<file path="src/hdl/hsv2rgb_pkg.sv">
package hsv2rgb_pkg;

	// Input word: hue in degrees, saturation and value in percent
	typedef struct packed {
		logic signed [10:0] hue_deg;
		logic signed [7:0]  sat_pct;
		logic signed [7:0]  val_pct;
	} hsv_word_t;

	// Output word: 8-bit color channels
	typedef struct packed {
		logic [7:0] red_out;
		logic [7:0] green_out;
		logic [7:0] blue_out;
	} rgb_word_t;

	// 60-degree hue sectors; SEC_WRAP is a hue of exactly 360
	typedef enum logic [2:0] {
		SEC_RY   = 3'd0,
		SEC_YG   = 3'd1,
		SEC_GC   = 3'd2,
		SEC_CB   = 3'd3,
		SEC_BM   = 3'd4,
		SEC_MR   = 3'd5,
		SEC_WRAP = 3'd6
	} sector_t;

	localparam logic [9:0]  HUE_TOP     = 10'd360;
	localparam logic [8:0]  HUE_WRAP    = 9'd359;
	localparam logic [6:0]  PCT_TOP     = 7'd100;
	localparam logic [5:0]  SECTOR_DEG  = 6'd60;
	// counts are in units of 1/600000; v*6000 is the full value count
	localparam logic [12:0] FULL_SCALE  = 13'd6000;
	// byte = floor((17*n + 20000) / 40000), 40000 = 64 * 625
	localparam logic [4:0]  ROUND_MUL   = 5'd17;
	localparam logic [14:0] ROUND_BIAS  = 15'd20000;
	localparam int          DIV_SHIFT   = 6;
	localparam logic [9:0]  DIV_REM     = 10'd625;
	// floor(2^24 / 625): estimate is exact or one low for 18-bit dividends
	localparam logic [14:0] DIV_RECIP   = 15'd26843;
	localparam int          RECIP_SHIFT = 24;

	// Per-item data leaving the front stages
	typedef struct packed {
		logic [6:0]  val;
		logic [13:0] prod;
		logic [5:0]  peak_gap;
		sector_t     sector;
	} prep_t;

	// Scaled channel dividends, already divided by 64
	typedef struct packed {
		logic [17:0] red;
		logic [17:0] green;
		logic [17:0] blue;
	} div_set_t;

endpackage

</file>
<file path="src/hdl/hsv2rgb_prep.sv">
module hsv2rgb_prep (
	input  logic                   clk,
	input  logic                   arst_n,
	input  logic                   en,
	input  logic                   in_valid,
	input  hsv2rgb_pkg::hsv_word_t in_word,
	output logic                   out_valid,
	output hsv2rgb_pkg::prep_t     out_data
);

	logic       vld_s1;
	logic [8:0] hue_s1;
	logic [6:0] sat_s1;
	logic [6:0] val_s1;

	logic       vld_s2;
	hsv2rgb_pkg::prep_t data_s2;

	logic [8:0] hue_c;
	logic [6:0] sat_c;
	logic [6:0] val_c;

	hsv2rgb_pkg::sector_t sector_c;
	logic [8:0] base_c;
	logic [8:0] rem_c;
	logic [5:0] dist_c;

	// stage 1: clamp
	always_comb begin
		if (in_word.hue_deg[10]) begin
			hue_c = '0;
		end else if (in_word.hue_deg[9:0] > hsv2rgb_pkg::HUE_TOP) begin
			hue_c = hsv2rgb_pkg::HUE_WRAP;
		end else begin
			hue_c = in_word.hue_deg[8:0];
		end

		if (in_word.sat_pct[7]) begin
			sat_c = '0;
		end else if (in_word.sat_pct[6:0] > hsv2rgb_pkg::PCT_TOP) begin
			sat_c = hsv2rgb_pkg::PCT_TOP;
		end else begin
			sat_c = in_word.sat_pct[6:0];
		end

		if (in_word.val_pct[7]) begin
			val_c = '0;
		end else if (in_word.val_pct[6:0] > hsv2rgb_pkg::PCT_TOP) begin
			val_c = hsv2rgb_pkg::PCT_TOP;
		end else begin
			val_c = in_word.val_pct[6:0];
		end
	end

	always_ff @(posedge clk or negedge arst_n) begin
		if (!arst_n) begin
			vld_s1 <= 1'b0;
		end else if (en) begin
			vld_s1 <= in_valid;
		end
	end

	always_ff @(posedge clk) begin
		if (en) begin
			hue_s1 <= hue_c;
			sat_s1 <= sat_c;
			val_s1 <= val_c;
		end
	end

	// stage 2: sector, distance from sector peak, v*s
	always_comb begin
		if (hue_s1 < 9'd60) begin
			sector_c = hsv2rgb_pkg::SEC_RY;
		end else if (hue_s1 < 9'd120) begin
			sector_c = hsv2rgb_pkg::SEC_YG;
		end else if (hue_s1 < 9'd180) begin
			sector_c = hsv2rgb_pkg::SEC_GC;
		end else if (hue_s1 < 9'd240) begin
			sector_c = hsv2rgb_pkg::SEC_CB;
		end else if (hue_s1 < 9'd300) begin
			sector_c = hsv2rgb_pkg::SEC_BM;
		end else if (hue_s1 < 9'd360) begin
			sector_c = hsv2rgb_pkg::SEC_MR;
		end else begin
			sector_c = hsv2rgb_pkg::SEC_WRAP;
		end

		unique case (sector_c)
			hsv2rgb_pkg::SEC_RY:   base_c = 9'd0;
			hsv2rgb_pkg::SEC_YG:   base_c = 9'd60;
			hsv2rgb_pkg::SEC_GC:   base_c = 9'd120;
			hsv2rgb_pkg::SEC_CB:   base_c = 9'd180;
			hsv2rgb_pkg::SEC_BM:   base_c = 9'd240;
			hsv2rgb_pkg::SEC_MR:   base_c = 9'd300;
			default:               base_c = 9'd360;
		endcase

		rem_c = hue_s1 - base_c;
		// odd sectors rise from the peak, even sectors fall toward it
		if (sector_c[0]) begin
			dist_c = rem_c[5:0];
		end else begin
			dist_c = hsv2rgb_pkg::SECTOR_DEG - rem_c[5:0];
		end
	end

	always_ff @(posedge clk or negedge arst_n) begin
		if (!arst_n) begin
			vld_s2 <= 1'b0;
		end else if (en) begin
			vld_s2 <= vld_s1;
		end
	end

	always_ff @(posedge clk) begin
		if (en) begin
			data_s2.val      <= val_s1;
			data_s2.prod     <= 14'(val_s1) * 14'(sat_s1);
			data_s2.peak_gap <= dist_c;
			data_s2.sector   <= sector_c;
		end
	end

	assign out_valid = vld_s2;
	assign out_data  = data_s2;

endmodule

</file>
<file path="src/hdl/hsv2rgb_mix.sv">
module hsv2rgb_mix (
	input  logic                   clk,
	input  logic                   arst_n,
	input  logic                   en,
	input  logic                   in_valid,
	input  hsv2rgb_pkg::prep_t     in_data,
	output logic                   out_valid,
	output hsv2rgb_pkg::div_set_t  out_data
);

	logic        vld_s3;
	logic [19:0] full_s3;
	logic [19:0] p60_s3;
	logic [19:0] px_s3;
	hsv2rgb_pkg::sector_t sector_s3;

	logic        vld_s4;
	hsv2rgb_pkg::div_set_t div_s4;

	logic [19:0] n_c;
	logic [19:0] n_x;
	logic [19:0] n_z;
	logic [19:0] n_red;
	logic [19:0] n_green;
	logic [19:0] n_blue;
	logic [23:0] y_red;
	logic [23:0] y_green;
	logic [23:0] y_blue;

	// stage 3: counts for full value, chroma and chroma*dist
	always_ff @(posedge clk or negedge arst_n) begin
		if (!arst_n) begin
			vld_s3 <= 1'b0;
		end else if (en) begin
			vld_s3 <= in_valid;
		end
	end

	always_ff @(posedge clk) begin
		if (en) begin
			full_s3   <= 20'(in_data.val) * 20'(hsv2rgb_pkg::FULL_SCALE);
			p60_s3    <= 20'(in_data.prod) * 20'(hsv2rgb_pkg::SECTOR_DEG);
			px_s3     <= 20'(in_data.prod) * 20'(in_data.peak_gap);
			sector_s3 <= in_data.sector;
		end
	end

	// stage 4: per-channel count, then 17*n + bias, divided by 64
	always_comb begin
		n_c = full_s3;
		n_x = full_s3 - px_s3;
		n_z = full_s3 - p60_s3;

		unique case (sector_s3)
			hsv2rgb_pkg::SEC_RY: begin
				n_red = n_c; n_green = n_x; n_blue = n_z;
			end
			hsv2rgb_pkg::SEC_YG: begin
				n_red = n_x; n_green = n_c; n_blue = n_z;
			end
			hsv2rgb_pkg::SEC_GC: begin
				n_red = n_z; n_green = n_c; n_blue = n_x;
			end
			hsv2rgb_pkg::SEC_CB: begin
				n_red = n_z; n_green = n_x; n_blue = n_c;
			end
			hsv2rgb_pkg::SEC_BM: begin
				n_red = n_x; n_green = n_z; n_blue = n_c;
			end
			default: begin
				n_red = n_c; n_green = n_z; n_blue = n_x;
			end
		endcase

		y_red   = 24'(n_red) * 24'(hsv2rgb_pkg::ROUND_MUL) + 24'(hsv2rgb_pkg::ROUND_BIAS);
		y_green = 24'(n_green) * 24'(hsv2rgb_pkg::ROUND_MUL)
			+ 24'(hsv2rgb_pkg::ROUND_BIAS);
		y_blue  = 24'(n_blue) * 24'(hsv2rgb_pkg::ROUND_MUL) + 24'(hsv2rgb_pkg::ROUND_BIAS);
	end

	always_ff @(posedge clk or negedge arst_n) begin
		if (!arst_n) begin
			vld_s4 <= 1'b0;
		end else if (en) begin
			vld_s4 <= vld_s3;
		end
	end

	always_ff @(posedge clk) begin
		if (en) begin
			div_s4.red   <= y_red[23:hsv2rgb_pkg::DIV_SHIFT];
			div_s4.green <= y_green[23:hsv2rgb_pkg::DIV_SHIFT];
			div_s4.blue  <= y_blue[23:hsv2rgb_pkg::DIV_SHIFT];
		end
	end

	assign out_valid = vld_s4;
	assign out_data  = div_s4;

endmodule

</file>
<file path="src/hdl/hsv2rgb_quant.sv">
module hsv2rgb_quant (
	input  logic                   clk,
	input  logic                   arst_n,
	input  logic                   en,
	input  logic                   in_valid,
	input  hsv2rgb_pkg::div_set_t  in_data,
	output logic                   out_valid,
	output hsv2rgb_pkg::rgb_word_t out_word
);

	localparam int NCH = 3;

	logic [17:0] z_in [NCH];

	logic        vld_s5;
	logic [17:0] z_s5  [NCH];
	logic [8:0]  q0_s5 [NCH];

	logic        vld_s6;
	logic [7:0]  byte_s6 [NCH];

	logic [32:0] prod_c [NCH];
	logic [18:0] rem_c  [NCH];
	logic [8:0]  q_c    [NCH];
	logic [7:0]  byte_c [NCH];

	assign z_in[0] = in_data.red;
	assign z_in[1] = in_data.green;
	assign z_in[2] = in_data.blue;

	// stage 5: quotient estimate by reciprocal multiply
	always_comb begin
		for (int i = 0; i < NCH; i++) begin
			prod_c[i] = 33'(z_in[i]) * 33'(hsv2rgb_pkg::DIV_RECIP);
		end
	end

	always_ff @(posedge clk or negedge arst_n) begin
		if (!arst_n) begin
			vld_s5 <= 1'b0;
		end else if (en) begin
			vld_s5 <= in_valid;
		end
	end

	always_ff @(posedge clk) begin
		if (en) begin
			for (int i = 0; i < NCH; i++) begin
				z_s5[i]  <= z_in[i];
				q0_s5[i] <= prod_c[i][32:hsv2rgb_pkg::RECIP_SHIFT];
			end
		end
	end

	// stage 6: estimate may be one low; fix it from the remainder
	always_comb begin
		for (int i = 0; i < NCH; i++) begin
			rem_c[i] = 19'(z_s5[i]) - 19'(q0_s5[i]) * 19'(hsv2rgb_pkg::DIV_REM);
			q_c[i]   = q0_s5[i] + 9'(rem_c[i] >= 19'(hsv2rgb_pkg::DIV_REM));
			byte_c[i] = q_c[i][8] ? 8'hff : q_c[i][7:0];
		end
	end

	always_ff @(posedge clk or negedge arst_n) begin
		if (!arst_n) begin
			vld_s6 <= 1'b0;
		end else if (en) begin
			vld_s6 <= vld_s5;
		end
	end

	always_ff @(posedge clk) begin
		if (en) begin
			for (int i = 0; i < NCH; i++) begin
				byte_s6[i] <= byte_c[i];
			end
		end
	end

	assign out_valid          = vld_s6;
	assign out_word.red_out   = byte_s6[0];
	assign out_word.green_out = byte_s6[1];
	assign out_word.blue_out  = byte_s6[2];

endmodule

</file>
<file path="src/hdl/hsv_to_rgb_converter.sv">
// HSV to RGB color converter.
// Input channel: hsv_valid / hsv_stall / hsv_word carries one color word:
// hue in degrees, saturation and value in percent, all two's complement.
// Out-of-range inputs are clamped (negative to 0, hue above 360 to 359,
// saturation and value above 100 to 100).
// Output channel: rgb_valid / rgb_stall / rgb_word carries 8-bit red,
// green and blue, each rounded half up from the exact value.
// The pipeline has 6 register stages; rgb_valid rises once the accepted
// input word has passed through all of them.
// One word is accepted every cycle while the output is not stalled. The
// stages are, in order: clamp, sector, products, channel select,
// reciprocal divide, correction.
// When rgb_stall is high with a word waiting, every stage holds and
// hsv_stall rises in the same cycle; bubbles are not squeezed out meanwhile.
// Reset clears all stage valid bits; no word is presented after reset
// until one is accepted.
module hsv_to_rgb_converter (
	input  logic                   clk,
	input  logic                   arst_n,
	input  logic                   hsv_valid,
	output logic                   hsv_stall,
	input  hsv2rgb_pkg::hsv_word_t hsv_word,
	output logic                   rgb_valid,
	input  logic                   rgb_stall,
	output hsv2rgb_pkg::rgb_word_t rgb_word
);

	logic                  en;
	logic                  prep_valid;
	hsv2rgb_pkg::prep_t    prep_data;
	logic                  mix_valid;
	hsv2rgb_pkg::div_set_t mix_data;

	assign en        = !rgb_valid || !rgb_stall;
	assign hsv_stall = !en;

	hsv2rgb_prep u_prep (
		.clk       (clk),
		.arst_n    (arst_n),
		.en        (en),
		.in_valid  (hsv_valid),
		.in_word   (hsv_word),
		.out_valid (prep_valid),
		.out_data  (prep_data)
	);

	hsv2rgb_mix u_mix (
		.clk       (clk),
		.arst_n    (arst_n),
		.en        (en),
		.in_valid  (prep_valid),
		.in_data   (prep_data),
		.out_valid (mix_valid),
		.out_data  (mix_data)
	);

	hsv2rgb_quant u_quant (
		.clk       (clk),
		.arst_n    (arst_n),
		.en        (en),
		.in_valid  (mix_valid),
		.in_data   (mix_data),
		.out_valid (rgb_valid),
		.out_word  (rgb_word)
	);

endmodule
</file>
<file path="config.mk">
export PLATFORM = sky130hd
export DESIGN_NAME = hsv_to_rgb_converter
export DESIGN_NICKNAME = d
export VERILOG_FILES = /design/src/hdl/hsv2rgb_pkg.sv /design/src/hdl/hsv2rgb_prep.sv /design/src/hdl/hsv2rgb_mix.sv /design/src/hdl/hsv2rgb_quant.sv /design/src/hdl/hsv_to_rgb_converter.sv
export SDC_FILE = /design/constraint.sdc
export NUM_CORES = 2
export LEC_CHECK = 0
export BUFFER_PORTS_ARGS = -buffer_cell sky130_fd_sc_hd__buf_2
export CAP_MARGIN = 40
export CORE_UTILIZATION = 55
export CTS_CLUSTER_SIZE = 25
export DETAILED_ROUTE_END_ITERATION = 8
export GPL_ROUTABILITY_DRIVEN = 0
export PLACE_DENSITY_LB_ADDON = 0.15
export SKIP_LAST_GASP = 1
export SLEW_MARGIN = 10
export SYNTH_ARGS = -nofsm -noshare
export SYNTH_HDL_FRONTEND = slang
export SYNTH_HIERARCHICAL = 1
export SYNTH_SLANG_ARGS = --single-unit
export TNS_END_PERCENT = 100
</file>
<file path="constraint.sdc">
create_clock -name clk -period 14.7 [get_ports clk]
set_input_delay 2.94 -clock clk [delete_from_list [all_inputs] [get_ports clk]]
set_output_delay 2.94 -clock clk [all_outputs]
set_load 0.01 [all_outputs]
</file>
==> reports/metrics.yaml <==
cp_common_cell: "ha_1"
synth.distinct_cells: 108
timing.rr.end: "u_quant/byte_s6[0][23]"
fp.dieH_um: 279.0
critPathSlowestCell: "xnor2_1"
initial_core_util_pct: 55.58
io_buffers: 56
hp-class: "reg -> reg"
synth_top_family_by_area: "adder cells"
r2r_cells: 21
grt_pass1_wl_mm: 147.3
wl_per_cell_um: 16.58
coreArea_um2: 75950
post-route-period-util_pct: 46.00
io_pins: 57
min_period_ps: 6762
drv_slew: 0
antenna_found_initial: 0
synth_compound_area_share_pct: 9.642
nets: 5587
dieArea_um2: 77870
worstPathArrival_ps: 7040
crit_fanout: 8
max_cap_violations: 0
ys_seq_elements: 275
relSlewSlack_pct: 34.30
setup_viol: 0
cpPeakStageDelay_ps: 540
syn_area_per_cell_um2: 10.16
hold_buffers: 0
via_per_inst: 5.382
timing.rr.start: "u_quant/q0_s5[0][22]"
finalInstanceArea_um2: 44990
startpoint: "u_quant/q0_s5[0][22]"
drc: 0
worstPathCellList: "ha_1 > ha_1 > inv_1 > fa_1 > fa_1 > fa_1 > ha_1 > a211o_1 > or3_1 > o211ai_1 > a31oi_1 > o41ai_1 > mux2i_1 > a21oi_1 > nand4_1 > ha_1 > nand2_1 > nor3_1 > nand3_1 > xnor2_1 > nand3b_1"
status: "finished clean"
end_kind: "register"
diodes: 0
worstMarginPinSlew_ps: 983.5
drt_pass1_iterations: 6
fin_skew_ps: 23.95
stdcell_count: 5287
synth.largest_area_cell: "ha_1"
synthAdderAreaFrac_pct: 48.32
cts_max_level: 2
ant_nets: 0
synth_top_area_share_pct: 24.27
synth_commonest_cells: "inv_1 (921), ha_1 (819), fa_1 (506)"
cp-endpoint: "u_quant/byte_s6[0][23]"
worst_hold_slack_ps: 418.5
hold_violations: 0
cts_tree: "done"
synthSimpleGateAreaFrac_pct: 8.815
synth_most_common_cell: "inv_1"
hpwlAfterDp_mm: 74.20
clkLatencyLatePin_ps: 570
grt_pass1_vias: 29250
synth-edff-count: 269
r2r_slack_ps: 7940
synthArstFlopShare_pct: 2.182
num_vias: 28460
synth.net_count: 5512
cts_resized: 0
die_w_um: 279.0
fmax_mhz: 147.9
synthCells: 4156
post_cts_buffers: 0
dp_cells: 5222
cts_buffer_depth: 3
track_usage_pct: 23.43
synth_xor_xnor_area_share_pct: 4.529
clkSlewWorstSetupHoldPaths_ps: 60
required_ps: 14980
cts-root-buf: "clkbuf_16"
cts_sinks: 275
overflow: 0
rsz0062_at_grt: "false"
placed_area_um2: 43780
drive_above_1_share_pct: 4.440
areaGrowthSynthToFinish_pct: 6.580
ys_seq_area_share_pct: 19.49
syn-cell-area_um2: 42210
yosysWarningCount: 6
path_class: "reg -> reg"
grt_max_degree: 144
row_count: 101
synth_ff_type: "edfxtp_1"
wirelength_mm: 87.64
critPathLaunchType: "register"
fill_cells: 6627
synth.mux.area_fraction_pct: 0.7499
numCtsBuffers: 37
synthTopCellsByArea: "ha_1 (24%), fa_1 (24%), edfxtp_1 (19%)"
fin_tns_setup_ps: 0
drt-initial-drc-count: 1472
==> critical path: cells and delay by family (launching register included) <==
family,cells,cell delay [ps]
adder cells (fa/ha/maj),7,2650
AO/OA/AOI/OAI,5,1290
XOR/XNOR,1,540
AND/OR/NAND/NOR,6,1220
buffers and inverters,1,50
multiplexers,1,240
flip-flops,1,520
==> state kept, by name, indices dropped and copies added (netlist names), 3 cells and up <==
register         flops
u_mix/full_s3       16
u_mix/out_data      54
u_quant/z_s5        54
u_mix/px_s3         20
u_mix/sector_s3      3
u_quant/byte_s6     24
u_prep/out_data     30
u_quant/q0_s5       27
u_prep/sat_s1        7
u_prep/val_s1        7
u_mix/p60_s3        18
u_prep/hue_s1        9
==> routing by layer <==
layer,wire length (um),vias to the layer above,track usage [%]
li1,-,14010,-
met1,40000,13830,31.81
met2,42640,505,40.16
met3,2822,114,2.058
met4,2174,0,6.396
met5,0,-,0
==> worst min path at each step <==
stage,startpoint,end,depth (start not counted),slack (ps)
floorplan,u_prep/out_data[0],u_mix/sector_s3[0],0,400
global placement,u_prep/out_data[2],u_mix/sector_s3[2],0,400
detailed placement,u_prep/out_data[2],u_mix/sector_s3[2],0,410
CTS,u_prep/out_data[2],u_mix/sector_s3[2],0,420
global route,u_prep/out_data[2],u_mix/sector_s3[2],0,420
finish,u_prep/out_data[2],u_mix/sector_s3[2],0,420
==> logic make-up after synthesis <==
family	Yosys count
xor gates and xnor gates	215
and+or+nand+nor	761
buffers and inverters	950
DFF	275
adders and majority gates	1327
AOI/OAI and AO/OA	598
muxes	30
==> cells in the final DEF, fill, tap and decap left out, types with 23 or more instances in the layout <==
cell type  instances
ha_1             819
nor2_1           167
a211oi_1          34
a21o_1            58
a21oi_1          166
fa_1             506
clkbuf_16         39
o21ai_0          103
and2_1            64
nand2b_1          28
inv_1            921
nand3_1           43
o21bai_1          23
xnor2_1          138
nor3_1            60
xor2_1            74
buf_2             56
nand2_1          247
edfxtp_1         269
==> area by class of cell <==
| type | count | area [um^2] | area share (%) |
|---|---|---|---|
| multi-input combinational | 2931 | 30420 | 67.62 |
| sequential | 275 | 8228 | 18.29 |
| inverter | 921 | 3457 | 7.684 |
| tap | 1030 | 1289 | 2.864 |
| clock buffer | 44 | 994.7 | 2.211 |
| timing repair buffer | 65 | 380.4 | 0.8454 |
| clock inverter | 21 | 219.0 | 0.4867 |
==> through the flow <==
stage          utilization (%)  worst slack (ps)
3_5_place_dp             57.64              7930
3_3_place_gp             57.61              8062
5_1_grt                  59.24              7383
2_1_floorplan                -              4982
4_1_cts                  59.24              7910
6_report                 59.24              7938
Power is not shown: default switching activity piles up to over one toggle a cycle in this logic, so the estimate is an artifact.
